### config.mk
export PLATFORM = sky130hd
export DESIGN_NAME = waveform_decimate_to_screen_rows
export DESIGN_NICKNAME = d
export VERILOG_FILES = /design/src/rtl/wdsr_pkg.sv /design/src/rtl/wdsr_front.sv /design/src/rtl/wdsr_queue.sv /design/src/rtl/wdsr_back.sv /design/src/rtl/waveform_decimate_to_screen_rows.sv
export SDC_FILE = /design/constraint.sdc
export NUM_CORES = 1
export LEC_CHECK = 0
export BUFFER_PORTS_ARGS = -buffer_cell sky130_fd_sc_hd__buf_2
export CAP_MARGIN = 5
export CORE_MARGIN = 2
export CORE_UTILIZATION = 50
export DETAILED_ROUTE_END_ITERATION = 10
export GPL_TIMING_DRIVEN = 0
export PLACE_DENSITY = 0.76
export SLEW_MARGIN = 20
export SYNTH_ARGS = -nofsm -noshare
export SYNTH_HDL_FRONTEND = slang
export SYNTH_SLANG_ARGS = --single-unit
export TNS_END_PERCENT = 5
### constraint.sdc
create_clock -name i_clk -period 13.8 [get_ports i_clk]
set_input_delay 2.76 -clock i_clk [delete_from_list [all_inputs] [get_ports i_clk]]
set_output_delay 2.76 -clock i_clk [all_outputs]
set_load 0.01 [all_outputs]
### src/rtl/wdsr_pkg.sv
// Shared types and constants of the waveform decimator.
// Used by every module under waveform_decimate_to_screen_rows; depends on nothing.
package wdsr_pkg;

    localparam int SAMPLE_W    = 16;
    localparam int ROW_W       = 8;
    localparam int IDX_W       = 10;
    localparam int CNT_W       = 21;
    localparam int AMP_W       = 16;
    localparam int POS_W       = 20;
    localparam int DIFF_W      = 32;
    localparam int MAG_W       = 24;
    localparam int QUEUE_DEPTH = 4;
    localparam int QPTR_W      = 2;

    localparam logic [POS_W-1:0] POS_MAX   = 20'hFFFFF;
    localparam logic [CNT_W-1:0] MAX_COUNT = 21'd1048576;

    // Register indexes of the configuration port.
    localparam logic CFG_SAMPLE_COUNT = 1'b0;
    localparam logic CFG_AMPLITUDE    = 1'b1;

    // One picked sample on its way from the front to the back.
    typedef struct packed {
        logic signed [SAMPLE_W-1:0] sample;
        logic [IDX_W-1:0]           idx;
        logic                       last;
    } t_point;

endpackage

### src/rtl/wdsr_front.sv
// Front part: frame counters and the exact pick rule for each incoming sample.
// Depends on wdsr_pkg; feeds picked samples into wdsr_queue.
module wdsr_front #(
    parameter int POINTS = 256
) (
    input  logic                              i_clk,
    input  logic                              i_rst_n,
    input  logic                              i_valid,
    output logic                              o_ready,
    input  logic signed [wdsr_pkg::SAMPLE_W-1:0] i_sample,
    input  logic                              i_frame_start,
    input  logic [wdsr_pkg::CNT_W-1:0]        i_sample_count,
    input  logic                              i_q_full,
    output logic                              o_push,
    output wdsr_pkg::t_point                  o_point
);
    import wdsr_pkg::*;

    localparam int PP_W = $clog2(POINTS + 1);
    localparam logic signed [DIFF_W-1:0] STEP = DIFF_W'(POINTS);

    // r_diff tracks point_position * sample_count - sample_position * POINTS.
    // A sample is picked when this lies in 0 .. POINTS-1.
    logic [POS_W-1:0]         r_spos, n_spos, spos_c;
    logic [PP_W-1:0]          r_pp, n_pp, pp_c;
    logic signed [DIFF_W-1:0] r_diff, n_diff, diff_c, add_c, sub_c;
    logic                     accept, pick;

    assign o_ready = !i_q_full;
    assign accept  = i_valid && o_ready;

    // Frame start clears the counters before the sample is examined.
    always_comb begin
        spos_c = i_frame_start ? '0 : r_spos;
        pp_c   = i_frame_start ? '0 : r_pp;
        diff_c = i_frame_start ? '0 : r_diff;
        pick   = (pp_c < PP_W'(POINTS)) && !diff_c[DIFF_W-1] && (diff_c < STEP);
        add_c  = pick ? DIFF_W'(i_sample_count) : '0;
        sub_c  = (spos_c < POS_MAX) ? STEP : '0;
        n_diff = diff_c + add_c - sub_c;
        n_pp   = pick ? pp_c + PP_W'(1) : pp_c;
        n_spos = (spos_c < POS_MAX) ? spos_c + POS_W'(1) : spos_c;
    end

    assign o_push         = accept && pick;
    assign o_point.sample = i_sample;
    assign o_point.idx    = IDX_W'(pp_c);
    assign o_point.last   = (pp_c == PP_W'(POINTS - 1));

    // Counter update on every transfer.
    always_ff @(posedge i_clk) begin
        if (!i_rst_n) begin
            r_spos <= '0;
            r_pp   <= '0;
            r_diff <= '0;
        end else if (accept) begin
            r_spos <= n_spos;
            r_pp   <= n_pp;
            r_diff <= n_diff;
        end
    end

endmodule

### src/rtl/wdsr_queue.sv
// Short queue of picked samples between the front and the back part.
// Depends on wdsr_pkg for the entry type and depth.
module wdsr_queue (
    input  logic             i_clk,
    input  logic             i_rst_n,
    input  logic             i_push,
    input  wdsr_pkg::t_point i_point,
    output logic             o_full,
    output logic             o_valid,
    input  logic             i_pop,
    output wdsr_pkg::t_point o_point
);
    import wdsr_pkg::*;

    t_point              r_mem [QUEUE_DEPTH];
    logic [QPTR_W-1:0]   r_wr, r_rd;
    logic [QPTR_W:0]     r_count;
    logic                do_pop;

    assign o_full  = (r_count == (QPTR_W + 1)'(QUEUE_DEPTH));
    assign o_valid = (r_count != '0);
    assign do_pop  = i_pop && o_valid;
    assign o_point = r_mem[r_rd];

    // Entry storage.
    always_ff @(posedge i_clk) begin
        if (i_push) begin
            r_mem[r_wr] <= i_point;
        end
    end

    // Pointers and fill count.
    always_ff @(posedge i_clk) begin
        if (!i_rst_n) begin
            r_wr    <= '0;
            r_rd    <= '0;
            r_count <= '0;
        end else begin
            if (i_push) begin
                r_wr <= r_wr + QPTR_W'(1);
            end
            if (do_pop) begin
                r_rd <= r_rd + QPTR_W'(1);
            end
            if (i_push && !do_pop) begin
                r_count <= r_count + (QPTR_W + 1)'(1);
            end else if (do_pop && !i_push) begin
                r_count <= r_count - (QPTR_W + 1)'(1);
            end
        end
    end

endmodule

### src/rtl/wdsr_back.sv
// Back part: scales a picked sample to a screen row with a serial divider
// and holds the result in the output register. Depends on wdsr_pkg.
module wdsr_back #(
    parameter int HEIGHT = 200
) (
    input  logic                          i_clk,
    input  logic                          i_rst_n,
    input  logic [wdsr_pkg::AMP_W-1:0]    i_amplitude,
    input  logic                          i_q_valid,
    input  wdsr_pkg::t_point              i_q_point,
    output logic                          o_pop,
    output logic                          o_tvalid,
    input  logic                          i_tready,
    output logic [wdsr_pkg::ROW_W-1:0]    o_row,
    output logic [wdsr_pkg::IDX_W-1:0]    o_idx,
    output logic                          o_last
);
    import wdsr_pkg::*;

    localparam int HALF  = HEIGHT / 2;
    localparam int SPAN  = HALF - 2;
    localparam int SPAN2 = 2 * SPAN;
    localparam int QB    = 8;
    localparam int QM_W  = QB + 1;
    localparam int CNT_B = $clog2(QB + 1);

    typedef enum logic [3:0] {
        S_IDLE = 4'b0001,
        S_MUL  = 4'b0010,
        S_DIV  = 4'b0100,
        S_OUT  = 4'b1000
    } t_back_state;

    t_back_state                r_state;
    logic signed [SAMPLE_W-1:0] r_sample;
    logic [IDX_W-1:0]           r_idx;
    logic                       r_last;
    logic                       r_neg, r_ovf;
    logic [AMP_W-1:0]           r_rem;
    logic [QB-1:0]              r_low, r_q;
    logic [CNT_B-1:0]           r_cnt;
    logic                       r_ovalid;
    logic [ROW_W-1:0]           r_orow;
    logic [IDX_W-1:0]           r_oidx;
    logic                       r_olast;

    logic [SAMPLE_W:0]          abs_s;
    logic [MAG_W-1:0]           mag;
    logic [AMP_W:0]             rem2, dext;
    logic                       ge;
    logic [QM_W-1:0]            qm;
    logic [ROW_W-1:0]           qc, row;
    logic                       out_free;

    assign o_pop    = (r_state == S_IDLE) && i_q_valid;
    assign out_free = !r_ovalid || i_tready;
    assign dext     = {1'b0, i_amplitude};

    // Magnitude of sample * 2 * span.
    always_comb begin
        abs_s = r_sample[SAMPLE_W-1] ? -{r_sample[SAMPLE_W-1], r_sample}
                                     : {1'b0, r_sample};
        mag   = MAG_W'(abs_s) * MAG_W'(SPAN2);
    end

    // One restoring division step: the low eight quotient bits.
    always_comb begin
        rem2 = {r_rem, r_low[QB-1]};
        ge   = (rem2 >= dext);
    end

    // Truncated quotient toward zero, ceil for positive values, then clamp.
    always_comb begin
        qm = r_neg ? QM_W'(r_q) : QM_W'(r_q) + QM_W'(r_rem != '0);
        if (r_ovf || (qm > QM_W'(SPAN))) begin
            qc = ROW_W'(SPAN);
        end else begin
            qc = ROW_W'(qm);
        end
        if (i_amplitude <= AMP_W'(1)) begin
            row = ROW_W'(HALF);
        end else if (r_neg) begin
            row = ROW_W'(HALF) + qc;
        end else begin
            row = ROW_W'(HALF) - qc;
        end
    end

    // Sequencer of the scaling work.
    always_ff @(posedge i_clk) begin
        if (!i_rst_n) begin
            r_state <= S_IDLE;
        end else begin
            unique case (r_state)
                S_IDLE: begin
                    if (i_q_valid) begin
                        r_state <= S_MUL;
                    end
                end
                S_MUL: begin
                    r_state <= S_DIV;
                end
                S_DIV: begin
                    if (r_cnt == CNT_B'(QB - 1)) begin
                        r_state <= S_OUT;
                    end
                end
                S_OUT: begin
                    if (out_free) begin
                        r_state <= S_IDLE;
                    end
                end
                default: begin
                    r_state <= S_IDLE;
                end
            endcase
        end
    end

    // Datapath registers of the divider.
    always_ff @(posedge i_clk) begin
        if (r_state == S_IDLE) begin
            r_sample <= i_q_point.sample;
            r_idx    <= i_q_point.idx;
            r_last   <= i_q_point.last;
        end
        if (r_state == S_MUL) begin
            r_neg <= r_sample[SAMPLE_W-1];
            r_rem <= mag[MAG_W-1:QB];
            r_low <= mag[QB-1:0];
            r_ovf <= ({1'b0, mag[MAG_W-1:QB]} >= dext);
            r_q   <= '0;
            r_cnt <= '0;
        end
        if (r_state == S_DIV) begin
            r_rem <= ge ? AMP_W'(rem2 - dext) : AMP_W'(rem2);
            r_q   <= {r_q[QB-2:0], ge};
            r_low <= {r_low[QB-2:0], 1'b0};
            r_cnt <= r_cnt + CNT_B'(1);
        end
    end

    // Output register; a finished row waits here for its transfer.
    always_ff @(posedge i_clk) begin
        if (!i_rst_n) begin
            r_ovalid <= 1'b0;
        end else if ((r_state == S_OUT) && out_free) begin
            r_ovalid <= 1'b1;
        end else if (i_tready) begin
            r_ovalid <= 1'b0;
        end
    end

    always_ff @(posedge i_clk) begin
        if ((r_state == S_OUT) && out_free) begin
            r_orow  <= row;
            r_oidx  <= r_idx;
            r_olast <= r_last;
        end
    end

    assign o_tvalid = r_ovalid;
    assign o_row    = r_orow;
    assign o_idx    = r_oidx;
    assign o_last   = r_olast;

endmodule

### src/rtl/waveform_decimate_to_screen_rows.sv
// Top level of the waveform decimator: configuration registers and the
// front, queue and back parts. Depends on wdsr_pkg, wdsr_front, wdsr_queue, wdsr_back.
//
// Samples arrive on the slave stream, one per transfer, with tuser marking the
// first sample of a frame. Of sample_count samples, POINTS are picked (point i
// takes sample floor(i*sample_count/POINTS)) and each is turned into a screen
// row, half - ceil(sample*2*(half-2)/amplitude_pp) clamped to 2 .. 2*half-2,
// or the centre row when amplitude_pp is at most one. In the back part a
// picked sample is loaded, multiplied, divided by the serial divider and
// dispatched, and the back part takes no new sample until it is through with
// the last; a four-entry queue lets the front keep taking samples meanwhile.
// The user must write registers through the plain write port only while no
// sample is in flight; the block itself does not enforce this.
module waveform_decimate_to_screen_rows #(
    parameter int POINTS = 256,
    parameter int HEIGHT = 200
) (
    input  logic        i_clk,
    input  logic        i_rst_n,
    // Configuration write port.
    input  logic        i_cfg_we,
    input  logic        i_cfg_index,
    input  logic [20:0] i_cfg_data,
    // Sample stream.
    input  logic        s_axis_tvalid,
    output logic        s_axis_tready,
    input  logic [15:0] s_axis_tdata,   // [15:0] sample
    input  logic        s_axis_tuser,   // [0] frame_start
    // Point stream.
    output logic        m_axis_tvalid,
    input  logic        m_axis_tready,
    output logic [23:0] m_axis_tdata,   // [7:0] pixel_row, [17:8] point_index, zero fill
    output logic        m_axis_tlast    // last_point
);
    import wdsr_pkg::*;

    localparam int HALF = HEIGHT / 2;

    logic [CNT_W-1:0] r_sample_count, n_sample_count;
    logic [AMP_W-1:0] r_amplitude;
    logic             q_full, q_valid, push, pop;
    t_point           push_point, head_point;
    logic [ROW_W-1:0] row;
    logic [IDX_W-1:0] idx;

    // Frame length saturates into POINTS .. 2^20.
    always_comb begin
        if (i_cfg_data < CNT_W'(POINTS)) begin
            n_sample_count = CNT_W'(POINTS);
        end else if (i_cfg_data > MAX_COUNT) begin
            n_sample_count = MAX_COUNT;
        end else begin
            n_sample_count = i_cfg_data;
        end
    end

    // Configuration registers.
    always_ff @(posedge i_clk) begin
        if (!i_rst_n) begin
            r_sample_count <= CNT_W'(1024);
            r_amplitude    <= '0;
        end else if (i_cfg_we) begin
            unique case (i_cfg_index)
                CFG_SAMPLE_COUNT: r_sample_count <= n_sample_count;
                CFG_AMPLITUDE:    r_amplitude    <= i_cfg_data[AMP_W-1:0];
                default:          r_amplitude    <= r_amplitude;
            endcase
        end
    end

    wdsr_front #(
        .POINTS (POINTS)
    ) u_front (
        .i_clk          (i_clk),
        .i_rst_n        (i_rst_n),
        .i_valid        (s_axis_tvalid),
        .o_ready        (s_axis_tready),
        .i_sample       (s_axis_tdata),
        .i_frame_start  (s_axis_tuser),
        .i_sample_count (r_sample_count),
        .i_q_full       (q_full),
        .o_push         (push),
        .o_point        (push_point)
    );

    wdsr_queue u_queue (
        .i_clk   (i_clk),
        .i_rst_n (i_rst_n),
        .i_push  (push),
        .i_point (push_point),
        .o_full  (q_full),
        .o_valid (q_valid),
        .i_pop   (pop),
        .o_point (head_point)
    );

    wdsr_back #(
        .HEIGHT (HEIGHT)
    ) u_back (
        .i_clk       (i_clk),
        .i_rst_n     (i_rst_n),
        .i_amplitude (r_amplitude),
        .i_q_valid   (q_valid),
        .i_q_point   (head_point),
        .o_pop       (pop),
        .o_tvalid    (m_axis_tvalid),
        .i_tready    (m_axis_tready),
        .o_row       (row),
        .o_idx       (idx),
        .o_last      (m_axis_tlast)
    );

    assign m_axis_tdata = {6'b0, idx, row};

    // A delivered row always lies inside the drawing area.
    a_row_range: assert property (@(posedge i_clk) disable iff (!i_rst_n)
        m_axis_tvalid |-> (row >= ROW_W'(2)) && (row <= ROW_W'(2 * HALF - 2)))
        else $error("pixel row outside the drawing area");

    // The final point of a frame carries the last point index.
    a_last_index: assert property (@(posedge i_clk) disable iff (!i_rst_n)
        (m_axis_tvalid && m_axis_tlast) |-> (idx == IDX_W'(POINTS - 1)))
        else $error("last point flagged on a wrong index");

    // The first sample of a frame is always picked.
    a_first_pick: assert property (@(posedge i_clk) disable iff (!i_rst_n)
        (s_axis_tvalid && s_axis_tready && s_axis_tuser) |-> push)
        else $error("first sample of a frame was not picked");

endmodule

==> results.cfg <==
[status]
status = finished, final reports clean

[final_layout]
layout_commonest_cell = nand2_1
final_cells = 2236
syn2layout_area_growth_pct = 11.73
final_cell_mix = 187 x nand2_1, 184 x edfxtp_1, 164 x ha_1
nets = 1980
drive_gt1_share_pct = 11.30
n_antenna_cell = 0
fillers = 2831

[cts]
ctsResizeCount = 0
cts.sinks = 294
root_buffer = clkbuf_16
cts_hold_buf = 0
cts_buffer_depth = 3
cts_max_level = 1
insertion_delay_ns = 0.58
cts_buffers = 31
path_clk_slew_ns = 0.07
cts_setup_buffers = 0
cts_tree = built

[worst_hold_path]
hp-class = reg -> reg

[grt]
grt_first_pass_wirelength_um = 62020
grt_usage_pct = 21.51
antenna_found_initial = 0
grt_pass1_vias = 12390
overflow = 0
grt_max_degree = 36

[sta]
skew_ns = 0.01813
setup_viol = 0
grt_setup_unrepaired = no
final_max_slew_viol_count = 0
layout_min_cycle_time_ns = 8.169
timing.fmax_mhz = 122.4
relSlewSlack_pct = 42.74
period_share_pct = 59.20
final.setup.tns_ns = 0
hold_viol_final = 0
hold_slack_ns = 0.4201
worst_slew_pin_slew_ns = 0.8589

[flow_run]
drv_cap = 0

[placed_design]
io_buffers = 62
place_congestion = 0.9104
numPlacedInstances = 2178
hpwl_um = 27950

[logic_synthesis]
syn-mean-instance-area_um2 = 10.27
yosysSeqAreaShare_pct = 45.45
synth_cells = 1656
synth_cell_types = 76
ys_warn_count = 0
syn-cell-area_um2 = 17000
ys_ff_latch = 294
async_flop_share_pct = 0
synth_edf_count = 184
synth_ff_type = edfxtp_1

[setup_path]
path_max_fanout = 10
worstSetupStartpointType = input port
crit_chain = buf_6 -> clkbuf_1 -> clkbuf_1 -> nand2b_1 -> ha_1 -> nand2_1 -> o21ai_1 -> nand2_1 -> a211oi_2 -> clkbuf_1 -> clkbuf_1 -> nand2_1 -> ha_1 -> inv_1 -> ha_1 -> a21o_1 -> a31o_2 -> a21oi_1 -> o21ai_1 -> a21oi_1 -> o21ai_1 -> a311oi_1 -> nor4b_1 -> a211oi_1
cp_slowest_cell = clkbuf_1
cpLargestDelayFamily = compound AO/OA/AOI/OAI gates
endpoint_kind = flip-flop
cp_slowest_stage_delay_ns = 0.48
worstPathArrival_ns = 8.67
crit_required_ns = 14.30
path_common_cell = clkbuf_1
path_class = in -> reg
cp_num_buf_inv = 6

[die]
die_h_um = 188.4
die_area_um2 = 35500
start_util_pct = 50.71
rows = 67
die_w_um = 188.4
ios = 71
core_region_area_um2 = 33530

[drt]
wl_per_cell_um = 16.93
post-route-drc-count = 0
dr.pass1.iters = 5
vias = 12450
routed_wl_um = 37860
via_per_inst = 5.568
drt_iter0_drc = 961
antenna_left = 0
==> worst paths after layout <==
path         depth (start not counted)                from                 end  slack, ns
max                                 24        s_axis_tuser  u_front.r_diff[31]       5.63
min                                  0     u_back.r_idx[8]     u_back.o_idx[8]       0.42
max reg2reg                         21  u_back.r_sample[0]        u_back.r_ovf       8.20
min reg2reg                          0     u_back.r_idx[8]     u_back.o_idx[8]       0.42
==> stage by stage <==
step	utilization, %	area [um^2]	setup slack [ns]
2_1_floorplan	-	17030	6.620
3_3_place_gp	53.40	17900	5.254
3_5_place_dp	53.53	17950	5.205
4_1_cts	56.66	19000	5.791
5_1_grt	56.66	19000	5.272
6_report	56.66	19000	5.631
==> Yosys cell counts (8+ instances only) <==
library cell,count,share of area [%]
a211oi_1,15,0.66
a21o_1,24,1.1
a21oi_1,115,3.4
a22oi_1,20,0.88
and2_1,21,0.77
and3_1,14,0.52
buf_2,9,0.26
buf_4,8,0.35
clkbuf_1,42,0.93
dfxtp_1,110,13
edfxtp_1,184,32
fa_1,9,1.1
ha_1,164,12
inv_1,107,2.4
mux4_2,26,3.4
nand2_1,188,4.2
nand2b_1,51,1.9
nand3_1,24,0.71
nand4_1,16,0.59
nor2_1,117,2.6
nor2b_1,32,1.2
nor3_1,22,0.65
nor4_1,17,0.63
o21a_1,11,0.49
o21ai_0,52,1.5
o21ai_1,19,0.56
or3_1,9,0.33
xnor2_1,64,3.3
xor2_1,41,2.1
==> worst register-to-register path: stages, from the launching register on <==
cell,delay (ns)
edfxtp_1,0.48
inv_1,0.16
ha_1,0.17
nand2_1,0.11
o31ai_1,0.37
xnor2_1,0.26
ha_1,0.31
ha_1,0.33
xor2_1,0.18
ha_1,0.32
ha_1,0.36
o21a_1,0.20
o21ai_0,0.15
a21oi_1,0.08
o41ai_1,0.45
o21ai_1,0.20
a31oi_1,0.24
xnor2_1,0.25
ha_1,0.33
a21o_1,0.18
a21oi_1,0.13
o21ai_0,0.09
==> area by class of cell <==
class	instances	area (um^2)	area share (%)
clock inverters	26	249.0	1.311
well taps	448	560.5	2.950
inverters	108	405.4	2.134
clock buffers	32	800.8	4.215
repair buffers	66	332.8	1.752
multi-input cells	1197	8622	45.38
flip-flops and latches	294	7727	40.67
plain buffers	65	300.3	1.581
==> flip-flops by register name (all words and copies together), names as in the netlist, 6 cells and up <==
name	count
u_queue.r_mem	104
u_front.r_diff	32
r_sample_count	21
u_front.r_spos	20
r_amplitude	16
u_back.r_rem	16
u_back.r_sample	16
u_back.o_idx	9
u_back.r_idx	9
u_front.r_pp	9
u_back.o_row	8
u_back.r_q	8
u_back.r_low	6
==> routing by layer <==
layer	vias up	part of all wire, %	wire length [um]	GRT usage (%)
li1	6127	-	-	-
met1	5947	44	16590	27.81
met2	311	49	18370	37.77
met3	64	5.1	1915	3.073
met4	0	2.6	975	5.919
met5	-	0	0	0
==> logic make-up after synthesis <==
logic type	share of synthesized area, %
simple gates	15.89
compound gates	11.83
flops	45.45
fa+ha+maj	13.13
buf+inv	4.150
xor+xnor	5.408
mux	4.121
other cells	0.02205
Power is not shown: default switching activity piles up to over one toggle a cycle in this logic, so the estimate is an artifact.
